`src/rtl/core/brltc_pkg.sv`:
```
// Shared constants, state and result types for the button, relay and LED tick controller.
package brltc_pkg;

    // Ticks in one second, and the width of the tick phase counter
    localparam int TICKS_PER_SECOND = 10;
    localparam int PHASE_W          = $clog2(TICKS_PER_SECOND);
    localparam int SLOT_UNIT        = TICKS_PER_SECOND / 10;

    // Phase slots for update countdown, save/restart and wifi action
    localparam logic [PHASE_W-1:0] SLOT_UPDATE = PHASE_W'(SLOT_UNIT * 2);
    localparam logic [PHASE_W-1:0] SLOT_SAVE   = PHASE_W'(SLOT_UNIT * 4);
    localparam logic [PHASE_W-1:0] SLOT_WIFI   = PHASE_W'(SLOT_UNIT * 6);
    localparam logic [PHASE_W:0]   PHASE_WRAP  = (PHASE_W + 1)'(TICKS_PER_SECOND);

    // Counter loads
    localparam logic [2:0]  HOLD_RESTART_DELAY = 3'd4;
    localparam logic [15:0] SMART_BLINKS       = 16'd1000;
    localparam logic [15:0] RESET_BLINKS       = 16'd3;
    localparam logic [15:0] PRESS_BLINKS       = 16'd1;
    localparam logic [15:0] HOLD_BLINKS        = 16'd2;
    localparam logic [7:0]  SMART_PRESSES      = 8'd3;
    localparam logic [7:0]  UPDATE_PRESSES     = 8'd4;

    // Configuration register indexes
    localparam logic [1:0] CFG_PRESS_WINDOW = 2'd0;
    localparam logic [1:0] CFG_LONG_HOLD    = 2'd1;
    localparam logic [1:0] CFG_POWER_START  = 2'd2;

    // Reset values of the configuration registers
    localparam logic [7:0] PRESS_WINDOW_RST = 8'd10;
    localparam logic [7:0] LONG_HOLD_RST    = 8'd40;

    // Wifi action codes
    localparam logic [1:0] WIFI_NONE   = 2'd0;
    localparam logic [1:0] WIFI_STATUS = 2'd1;
    localparam logic [1:0] WIFI_SMART  = 2'd2;

    typedef struct packed {
        logic [PHASE_W-1:0] tick_phase;
        logic               last_button;
        logic [7:0]         hold_count;
        logic [7:0]         press_window;
        logic [7:0]         press_count;
        logic [15:0]        blink_count;
        logic               led_state;
        logic               led_pin;
        logic               relay_state;
        logic [1:0]         update_countdown;
        logic [2:0]         restart_countdown;
        logic               smartconfig_pending;
        logic               halted;
    } t_state;

    typedef struct packed {
        logic       relay_on;
        logic       led_level;
        logic       power_report;
        logic       factory_reset;
        logic       save_settings;
        logic       restart_now;
        logic       update_start;
        logic [1:0] wifi_action;
        logic       second_pulse;
    } t_result;

    typedef struct packed {
        logic [7:0] press_window_ticks;
        logic [7:0] long_hold_ticks;
    } t_cfg;

endpackage

```
`src/rtl/core/brltc_step.sv`:
```
// Next-state and result logic for one tick of the controller.
module brltc_step
    import brltc_pkg::*;
(
    input  t_state  i_state,
    input  t_cfg    i_cfg,
    input  logic    i_button_level,
    output t_state  o_state,
    output t_result o_result
);

    t_state         s;
    t_result        r;
    logic [PHASE_W:0] phase_inc;

    always_comb begin
        s         = i_state;
        r         = '0;
        phase_inc = '0;

        if (!i_state.halted) begin
            // Advance the phase counter and wrap once per second
            phase_inc = {1'b0, i_state.tick_phase} + 1'b1;
            if (phase_inc >= PHASE_WRAP) begin
                s.tick_phase   = '0;
                r.second_pulse = 1'b1;
            end else begin
                s.tick_phase = phase_inc[PHASE_W-1:0];
            end

            // Open or extend the multi-press window on a falling edge
            if (!i_button_level && i_state.last_button) begin
                if (i_state.press_window == 8'd0) begin
                    s.press_count  = 8'd1;
                    s.relay_state  = ~i_state.relay_state;
                    r.power_report = 1'b1;
                end else begin
                    s.press_count = i_state.press_count + 8'd1;
                end
                s.blink_count  = PRESS_BLINKS;
                s.press_window = i_cfg.press_window_ticks;
            end
            s.last_button = i_button_level;

            // Count held ticks and fire factory reset at the limit
            if (i_button_level) begin
                s.hold_count = 8'd0;
            end else begin
                s.hold_count = i_state.hold_count + 8'd1;
                if (s.hold_count == i_cfg.long_hold_ticks) begin
                    r.factory_reset     = 1'b1;
                    s.press_count       = 8'd0;
                    s.restart_countdown = HOLD_RESTART_DELAY;
                    s.blink_count       = HOLD_BLINKS;
                end
            end

            // Run the window down, or act on the press count when it closes
            if (s.press_window != 8'd0) begin
                s.press_window = s.press_window - 8'd1;
            end else begin
                if (s.press_count == SMART_PRESSES) begin
                    s.smartconfig_pending = 1'b1;
                    s.blink_count         = SMART_BLINKS;
                end else if (s.press_count == UPDATE_PRESSES) begin
                    s.update_countdown = 2'd1;
                    s.led_pin          = 1'b0;
                end
                s.press_count = 8'd0;
            end

            // Blink the LED on odd phases
            if (s.blink_count != 16'd0 && s.tick_phase[0]) begin
                s.led_state = ~i_state.led_state;
                s.led_pin   = s.led_state;
                if (s.led_state) begin
                    s.blink_count = s.blink_count - 16'd1;
                end
            end

            // Phase slot actions
            if (s.tick_phase == SLOT_UPDATE) begin
                if (s.update_countdown != 2'd0) begin
                    s.update_countdown = s.update_countdown - 2'd1;
                    if (s.update_countdown == 2'd0) begin
                        r.update_start = 1'b1;
                        s.halted       = 1'b1;
                    end
                end
            end else if (s.tick_phase == SLOT_SAVE) begin
                r.save_settings = 1'b1;
                if (s.restart_countdown != 3'd0) begin
                    s.restart_countdown = s.restart_countdown - 3'd1;
                    if (s.restart_countdown == 3'd0) begin
                        r.restart_now = 1'b1;
                    end
                end
            end else if (s.tick_phase == SLOT_WIFI) begin
                r.wifi_action         = s.smartconfig_pending ? WIFI_SMART : WIFI_STATUS;
                s.smartconfig_pending = 1'b0;
            end
        end

        r.relay_on  = s.relay_state;
        r.led_level = s.led_pin;
    end

    assign o_state  = s;
    assign o_result = r;

endmodule

```
`src/rtl/core/button_relay_led_tick_controller_unit.sv`:
```
// Top level of the button, relay and LED tick controller.
//
// Each input request is one 100 ms tick with the sampled button level
// (0 pressed). The block answers every tick with exactly one result request:
// relay drive, LED pin level, event pulses and the wifi action code.
// Channels are valid/ready. A tick is accepted whenever the result register
// is empty or being drained in the same cycle and no configuration write is
// offered; with the receiver ready one tick is accepted every cycle, and its
// result appears in the next cycle. If the receiver stalls, the result holds
// and input ready drops until it is taken; no result is lost or repeated.
// Configuration writes (index 0 window ticks, 1 long-hold ticks, 2 power at
// start) are always accepted; writing index 2 also loads the relay state.
// A tick waits while a configuration write is offered.
// Unknown indexes are ignored. Write configuration only while idle.
// Reset (synchronous, active low) restores the default registers, phase 0,
// blink count 3, LED off and relay off, and empties the result register.
// After an update start pulse the block halts until the next reset: results
// keep LED and relay levels (unless index 2 is written) with all pulses low.
module button_relay_led_tick_controller_unit
    import brltc_pkg::*;
(
    input  logic       i_clk,
    input  logic       i_rst_n,
    // configuration write channel
    input  logic       i_cfg_valid,
    output logic       o_cfg_ready,
    input  logic [1:0] i_cfg_index,
    input  logic [7:0] i_cfg_data,
    // tick input channel
    input  logic       i_in_valid,
    output logic       o_in_ready,
    input  logic       i_button_level,
    // result channel
    output logic       o_out_valid,
    input  logic       i_out_ready,
    output logic       o_relay_on,
    output logic       o_led_level,
    output logic       o_power_report,
    output logic       o_factory_reset,
    output logic       o_save_settings,
    output logic       o_restart_now,
    output logic       o_update_start,
    output logic [1:0] o_wifi_action,
    output logic       o_second_pulse
);

    t_state  r_state;
    t_state  n_state;
    t_cfg    r_cfg;
    t_result r_result;
    t_result n_result;
    logic    r_out_valid;
    logic    in_take;
    logic    cfg_take;

    assign o_cfg_ready = 1'b1;
    assign cfg_take    = i_cfg_valid;
    assign o_in_ready  = (!r_out_valid || i_out_ready) && !i_cfg_valid;
    assign in_take     = i_in_valid && o_in_ready;

    brltc_step u_step (
        .i_state        (r_state),
        .i_cfg          (r_cfg),
        .i_button_level (i_button_level),
        .o_state        (n_state),
        .o_result       (n_result)
    );

    // Hold configuration and controller state; advance on an accepted tick
    always_ff @(posedge i_clk) begin
        if (!i_rst_n) begin
            r_cfg.press_window_ticks    <= PRESS_WINDOW_RST;
            r_cfg.long_hold_ticks       <= LONG_HOLD_RST;
            r_state.tick_phase          <= '0;
            r_state.last_button         <= 1'b1;
            r_state.hold_count          <= '0;
            r_state.press_window        <= '0;
            r_state.press_count         <= '0;
            r_state.blink_count         <= RESET_BLINKS;
            r_state.led_state           <= 1'b1;
            r_state.led_pin             <= 1'b1;
            r_state.relay_state         <= 1'b0;
            r_state.update_countdown    <= '0;
            r_state.restart_countdown   <= '0;
            r_state.smartconfig_pending <= 1'b0;
            r_state.halted              <= 1'b0;
        end else if (cfg_take) begin
            unique case (i_cfg_index)
                CFG_PRESS_WINDOW: r_cfg.press_window_ticks <= i_cfg_data;
                CFG_LONG_HOLD:    r_cfg.long_hold_ticks    <= i_cfg_data;
                CFG_POWER_START: begin
                    r_state.relay_state <= i_cfg_data[0];
                end
                default: ;
            endcase
        end else if (in_take) begin
            r_state <= n_state;
        end
    end

    // Result register: load on accept, drop when taken
    always_ff @(posedge i_clk) begin
        if (!i_rst_n) begin
            r_out_valid <= 1'b0;
        end else if (in_take) begin
            r_out_valid <= 1'b1;
        end else if (i_out_ready) begin
            r_out_valid <= 1'b0;
        end
    end

    always_ff @(posedge i_clk) begin
        if (in_take) begin
            r_result <= n_result;
        end
    end

    assign o_out_valid     = r_out_valid;
    assign o_relay_on      = r_result.relay_on;
    assign o_led_level     = r_result.led_level;
    assign o_power_report  = r_result.power_report;
    assign o_factory_reset = r_result.factory_reset;
    assign o_save_settings = r_result.save_settings;
    assign o_restart_now   = r_result.restart_now;
    assign o_update_start  = r_result.update_start;
    assign o_wifi_action   = r_result.wifi_action;
    assign o_second_pulse  = r_result.second_pulse;

endmodule

```
`config.mk`:
```
export PLATFORM = sky130hd
export DESIGN_NAME = button_relay_led_tick_controller_unit
export DESIGN_NICKNAME = d
export VERILOG_FILES = /design/src/rtl/core/brltc_pkg.sv /design/src/rtl/core/brltc_step.sv /design/src/rtl/core/button_relay_led_tick_controller_unit.sv
export SDC_FILE = /design/constraint.sdc
export NUM_CORES = 1
export LEC_CHECK = 0
export BUFFER_PORTS_ARGS = -buffer_cell sky130_fd_sc_hd__buf_2
export CAP_MARGIN = 20
export CORE_UTILIZATION = 60
export CTS_CLUSTER_DIAMETER = 30
export DETAILED_ROUTE_END_ITERATION = 8
export GPL_TIMING_DRIVEN = 0
export PLACE_DENSITY_LB_ADDON = 0.3
export SLEW_MARGIN = 15
export SYNTH_ARGS = -nofsm -noshare
export SYNTH_HDL_FRONTEND = slang
export SYNTH_HIERARCHICAL = 1
export SYNTH_SLANG_ARGS = --single-unit
export TNS_END_PERCENT = 100
```
`constraint.sdc`:
```
create_clock -name i_clk -period 7.4 [get_ports i_clk]
set_input_delay 0.37 -clock i_clk [delete_from_list [all_inputs] [get_ports i_clk]]
set_output_delay 0.37 -clock i_clk [all_outputs]
set_load 0.02 [all_outputs]
```
# After elaboration in Yosys (flattened, before gate mapping)
# Index checks and enable logic that the tools add are counted.
# op_classes
reduce_logical	29
add_sub_neg	7
mul	0
n_bitwise	8
magnitude_cmp	1
eq_ne	9
shifts	0
div_mod_pow	0
muxes	53
# op_table
operator	count
$mux W24	5
$mux W32	2
$mux W16	2
$mux W8	4
$mux W1	22
$mux W18	1
$add A8 B1 Y8 const B	2
$mux W2	8
$reduce_bool A16 Y1	1
$sub A16 B1 Y16 const B	1
$mux W3	5
$mux W4	3
$mux W9	1
$eq A4 B3 Y1 const B	2
$eq A8 B2 Y1 const B	1
$eq A8 B3 Y1 const B	1
$eq A8 B8 Y1	1
$logic_not A8 Y1	1
$not A1 Y1	8
$reduce_and A2 Y1	4
$reduce_bool A8 Y1	1
$reduce_or A4 Y1	2
$sub A8 B1 Y8 const B	1
$reduce_bool A2 Y1	3
17 further kinds	25
# totals
out_inout_bits	13
latchBits	0
rom_bits	0
elab_cells	132
n_memories	0
ff_bits	82
input_bits	16
ramBits	0

# Depth between registers and ports, before layout
# depth
word_depth	20
ltp_mapped	22
mapped_depth_nobuf	18

# Modules after synthesis
# The synthesis kept the hierarchy.
# by_module_without_submodules
module	n_inst	cells_each	seq_area_each_um2	area_per_inst_um2
button_relay_led_tick_controller_unit	1	326	1741.7	3323.2
brltc_step	1	412	0.0	2528.7

# Least setup slack after synthesis
# Ideal clock, no wire load.
# synth_path
path_type	input port to flip-flop
startpoint	input port i_button_level
endpoint	register r_state[20] in the netlist's numbering
t_arrival_ns	4.413
path_slack_ns	2.862
required_ns	7.275
path_buffers	4
stages	22
setup_time_ns	0.125
cell_sequence	buf_6 nor2b_2 buf_6 buf_2 mux2i_1 ha_1 nor4b_4 nand2_1 or4_1 buf_4 o211ai_1 ha_1 inv_1 a2111o_1 a31oi_2 nand2_1 or3_1 nor3_2 mux2i_1 o21ai_2 nand3_1 a21oi_2
# synth_via
elab_chain_len	14
word_cells_on_any_way	17
cone_classes	1 x add/sub; 1 x eq/ne; 10 x mux; 5 x reduce/logical
# synth_lines
element	line	rtl
from (decl)	button_relay_led_tick_controller_unit.sv:32	input logic i_button_level,
$logic_not A1 Y1	brltc_step.sv:32	if (!i_button_level && i_state.last_button) begin
$logic_and A1 B1 Y1	brltc_step.sv:32	
$mux W32	brltc_step.sv:32	
$mux W32	brltc_step.sv:21	if (!i_state.halted) begin
$mux W24	brltc_step.sv:50	if (s.hold_count == i_cfg.long_hold_ticks) begin
$mux W24	brltc_step.sv:46	if (i_button_level) begin
$mux W24	brltc_step.sv:21	
$eq A8 B2 Y1	brltc_step.sv:62	if (s.press_count == SMART_PRESSES) begin
$mux W16	brltc_step.sv:62	
$mux W24 *	brltc_step.sv:59	if (s.press_window != 8'd0) begin
$mux W24 *	brltc_step.sv:21	
$sub A16 B1 Y16 / $reduce_bool A16 Y1 (equally long branches)	brltc_step.sv:77, brltc_step.sv:73	
$mux W16 / $logic_and A1 B1 Y1 (equally long branches)	brltc_step.sv:76, brltc_step.sv:73	
$mux W18 *	brltc_step.sv:73	if (s.blink_count != 16'd0 && s.tick_phase[0]) begin
to (signal assigned)	button_relay_led_tick_controller_unit.sv:97	r_state <= n_state;
to (decl)	button_relay_led_tick_controller_unit.sv:47	t_state r_state;
# Mark *: on every way between the ends. The rest lies on a longest branch, timed or not. The select of a mux whose other input is x is not followed.
# A chain may end at the register's enable or synchronous reset.

# Final worst setup path
# layout_path
startpoint	register r_state[50] in the netlist's numbering
endpoint	register r_state[20] in the netlist's numbering
# layout_via
elab_chain_len	13
word_cells_on_any_way	16
cone_classes	1 x add/sub; 1 x eq/ne; 10 x mux; 4 x reduce/logical
# layout_lines
element	line
$logic_and A1 B1 Y1 *	brltc_step.sv:32
$mux W32 *	brltc_step.sv:32
$mux W32 *	brltc_step.sv:21
$mux W24	brltc_step.sv:50
$mux W24	brltc_step.sv:46
$mux W24	brltc_step.sv:21
$eq A8 B2 Y1	brltc_step.sv:62
$mux W16	brltc_step.sv:62
$mux W24 *	brltc_step.sv:59
$mux W24 *	brltc_step.sv:21
$sub A16 B1 Y16 / $reduce_bool A16 Y1 (equally long branches)	brltc_step.sv:77, brltc_step.sv:73
$mux W16 / $logic_and A1 B1 Y1 (equally long branches)	brltc_step.sv:76, brltc_step.sv:73
$mux W18 *	brltc_step.sv:73
# Marked as above.

==> reports/qor.csv <==
stage,metric,value,unit
clock_network,CTS max path bufs,2,
timing,relative slew slack,25.2,%
grt,first-pass GRT wire length,27.4,mm
critical_path,Crit-path slowest cell,nor4b_4,
logic_synthesis,Post-synth EDFFs,10,
critical_path,RR Endpoint,r_state[20]$_SDFFE_PN0P_,
logic_synthesis,Synth Flop Type,dfxtp_1,
timing,Slew @ Worst Pin,1.12,ns
clock_network,Post-CTS Setup Repair Bufs,0,
timing,Pins Over Slew Limit,0,
run,maximum capacitance violations,0,
outcome,status,completed,
detailed_routing,DR pass1 iterations,5,
timing,period utilization,70.9,%
critical_path,Worst EP required,7.65,ns
logic_synthesis,cells after synthesis,738,
floorplanning,Die X,101,um
grt,vias in the first global route,5473,
power_and_ir_drop,Comb power frac,19.1,%
grt,total gr overflow,0,
power_and_ir_drop,NetSw,0.320,mW
floorplanning,starting density of the core,62.7,%
placement,Final HPWL DP,12.0,mm
detailed_routing,initial drt markers,526,
timing,setup_tns,0,ns
clock_network,clk_lat worst skew,0.36,ns
floorplanning,I/O pins,29,
layout,share of layout cells above drive strength 1,22.0,%
critical_path,Worst setup endpoint,r_state[20]$_SDFFE_PN0P_,
timing,fin crit period,5.24,ns
logic_synthesis,post-synthesis register bit count,82,
timing,Min Hold Slack,0.260,ns
timing,clk_skew,0.00938,ns
clock_network,"CTS clk-pin slew, worst paths",0.09,ns
timing,RSZ-0062 raised after global routing,no,
layout,fin nets,800,
clock_network,CTS tree,done,
power_and_ir_drop,static leakage,2.29,nW
critical_path,Worst Setup End Kind,register,
grt,GRT Total Usage,35.0,%
floorplanning,Die Ht,101,um
timing,Final setup violation count,0,
placement,Placement Cell Area,6140,um2
clock_network,clock root buffer,clkbuf_8,
detailed_routing,vias per inst,6.56,
clock_network,# hold bufs at CTS,0,
min_path,Worst Hold Class,primary input to register,
logic_synthesis,asr flop ratio synth,0,%
power_and_ir_drop,Clock power frac,35.4,%
logic_synthesis,Netlist Area Pre-Place,5850,um2
logic_synthesis,Post-Syn Area per Cell,7.93,um2
detailed_routing,Post-Route WL,17.2,mm
critical_path,CP top delay family,simple AND/OR/NAND/NOR gates,
critical_path,Setup crit start,r_state[50]$_SDFFE_PN1P_,
critical_path,Worst setup SP type,register,
critical_path,R2R cell count,21,
power_and_ir_drop,VDD IR max,109,uV
detailed_routing,Routed Antenna Nets,0,
clock_network,clock buffer count from CTS,9,
logic_synthesis,post-synthesis sequential area ratio,29.8,%
layout,area delta synth->final,8.72,%
critical_path,CP Depth,21,
floorplanning,DIE AREA,10200,um2
logic_synthesis,distinct cell type count after synthesis,79,
critical_path,"Buf+Inv Stages, Crit Path",4,
power_and_ir_drop,Cell Pwr Density,165,nW/um2
grt,largest net degree at the start of global routing,16,
critical_path,"Arr. time, crit path",5.49,ns
floorplanning,Cell Rows,35,
detailed_routing,residual DRC count,0,
floorplanning,core area,9330,um2
grt,initial antenna violation count,0,
logic_synthesis,yosys warns,6,
critical_path,worst-path fanout max,10,
timing,Max Freq,191,MHz
power_and_ir_drop,Net Sw Frac,30.5,%
power_and_ir_drop,sequential share of power,45.5,%
critical_path,crit path kind,register to register,
layout,final antenna diode count,0,
logic_synthesis,Mapped Nets,764,
layout,fin area,6360,um2
detailed_routing,vias,5961,
critical_path,CP max stage delay,0.46,ns
placement,I/O Buffers,25,
detailed_routing,DR WL/cell,18.9,um
clock_network,Clock Sinks,82,
critical_path,Critical R2R Launch,r_state[50]$_SDFFE_PN1P_,
min_path,hold_sp,i_cfg_data[5],
timing,final hold viol count,0,
clock_network,CTS H-tree depth,3,
clock_network,"Gates resized, CTS repair",0,
critical_path,FF-to-FF setup slack,2.16,ns
critical_path,critical path cell sequence,"nor2b_2, buf_6, buf_2, mux2i_1, ha_1, nor4b_4, nand2_1, or4_1, buf_4, o211ai_1, ha_1, inv_1, a2111o_1, a31oi_2, nand2_1, or3_1, nor3_2, mux2i_1, o21ai_2, nand3_1, a21oi_2",
placement,RD Place Congestion,0.978,
layout,# fillers,811,
power_and_ir_drop,Int Power,0.730,mW
## worst register-to-register path: stages (launching register included)
cell and delay, ns:
dfxtp_1 0.41, nor2b_2 0.18, buf_6 0.15, buf_2 0.28, mux2i_1 0.34, ha_1 0.34, nor4b_4 0.46, nand2_1 0.08
or4_1 0.41, buf_4 0.19, o211ai_1 0.16, ha_1 0.28, inv_1 0.08, a2111o_1 0.46, a31oi_2 0.22, nand2_1 0.14
or3_1 0.39, nor3_2 0.14, mux2i_1 0.23, o21ai_2 0.06, nand3_1 0.08, a21oi_2 0.05
## area by class of cell
class                      instances  area (um2)  share of cell area (%)
inverter                          16        60.1                   0.944
multi-input combinational        580        3680                    57.9
sequential                        82        1740                    27.4
timing repair buffer              25         125                    1.97
buffer                            60         365                    5.74
clock buffer                       9         124                    1.95
tap                              129         161                    2.54
clock inverter                     7         100                    1.57
## Yosys cell counts (all sizes together), types with 9 or more instances
master    n  area [um2]
mux2i    25         250
clkbuf   14        52.6
inv      15        56.3
or3       9        56.3
a21oi    74         483
xor2      9        86.3
o21ai   107         656
dfxtp    72        1440
nand2    59         221
edfxtp   10         300
buf      46         313
ha       10         125
nand3    77         398
nor2     62         235
xnor2    13         114
nor3     19         100
## worst min-delay path by stage
| stage | cells past startpoint | endpoint | slack [ns] |
|---|---|---|---|
| floorplan | 2 | r_cfg[9]$_SDFFE_PN1P_ | 0.44 |
| global placement | 2 | r_state[53]$_SDFFE_PN0P_ | 0.45 |
| detailed placement | 2 | r_state[53]$_SDFFE_PN0P_ | 0.46 |
| CTS | 3 | r_cfg[5]$_SDFFE_PN1P_ | 0.25 |
| global route | 3 | r_cfg[5]$_SDFFE_PN1P_ | 0.27 |
| finish | 3 | r_cfg[5]$_SDFFE_PN1P_ | 0.26 |
## stage by stage
stage                     power (mW)  utilization [%]  worst slack (ns)  cells
after floorplan                0.630                -              2.86    738
after global placement         0.676             65.8              2.30    892
after detailed placement       0.681             65.8              2.22    892
after CTS                       1.05             68.2              2.27    908
after global routing            1.09             68.2              1.91    908
final                           1.05             68.2              2.16    908
## kinds of logic (layout without fill, tap and decap cells)
group / after synthesis / count (layout) / synth area share [%]
AO/OA/AOI/OAI: 242 / 242 / 28.3
XOR/XNOR: 22 / 22 / 3.42
adder cells (fa/ha/maj): 10 / 10 / 2.14
buffers and inverters: 76 / 117 / 7.27
flip-flops: 82 / 82 / 29.8
multiplexers: 26 / 26 / 4.47
other: 1 / 1 / 0.0641
AND/OR/NAND/NOR: 279 / 279 / 24.6
## power groups by stage
stage               Combinational (mW)  Sequential [mW]  Clock, mW
floorplan                        0.143            0.487          0
global placement                 0.189            0.486          0
detailed placement               0.194            0.487          0
CTS                              0.195            0.477      0.377
global route                     0.216            0.479      0.398
finish                           0.200            0.477      0.372
## per-layer routing
layer	share of wire, %	vias to the layer above	track usage [%]
li1	-	2770	-
met1	42	2797	45.1
met2	46	332	56.7
met3	7.8	62	4.72
met4	4.2	0	19.3
met5	0	-	0
## registers in the layout (all words and copies together) (netlist names)
signal	cells
r_state	55
r_cfg	16
o_wifi_action	2
o_factory_reset	1
o_led_level	1
o_out_valid	1
o_power_report	1
o_relay_on	1
o_restart_now	1
o_save_settings	1
o_second_pulse	1
o_update_start	1
## placed cells by master, fill, tap and decap left out, drive strengths merged, types with 19 or more instances in the layout
cell type	count
a21oi	74
clkbuf	23
o21ai	107
nor3	19
nor2	62
buf	71
nand3	77
dfxtp	72
mux2i	25
nand2	59
Note: power is estimated with default switching activity, not from simulation.
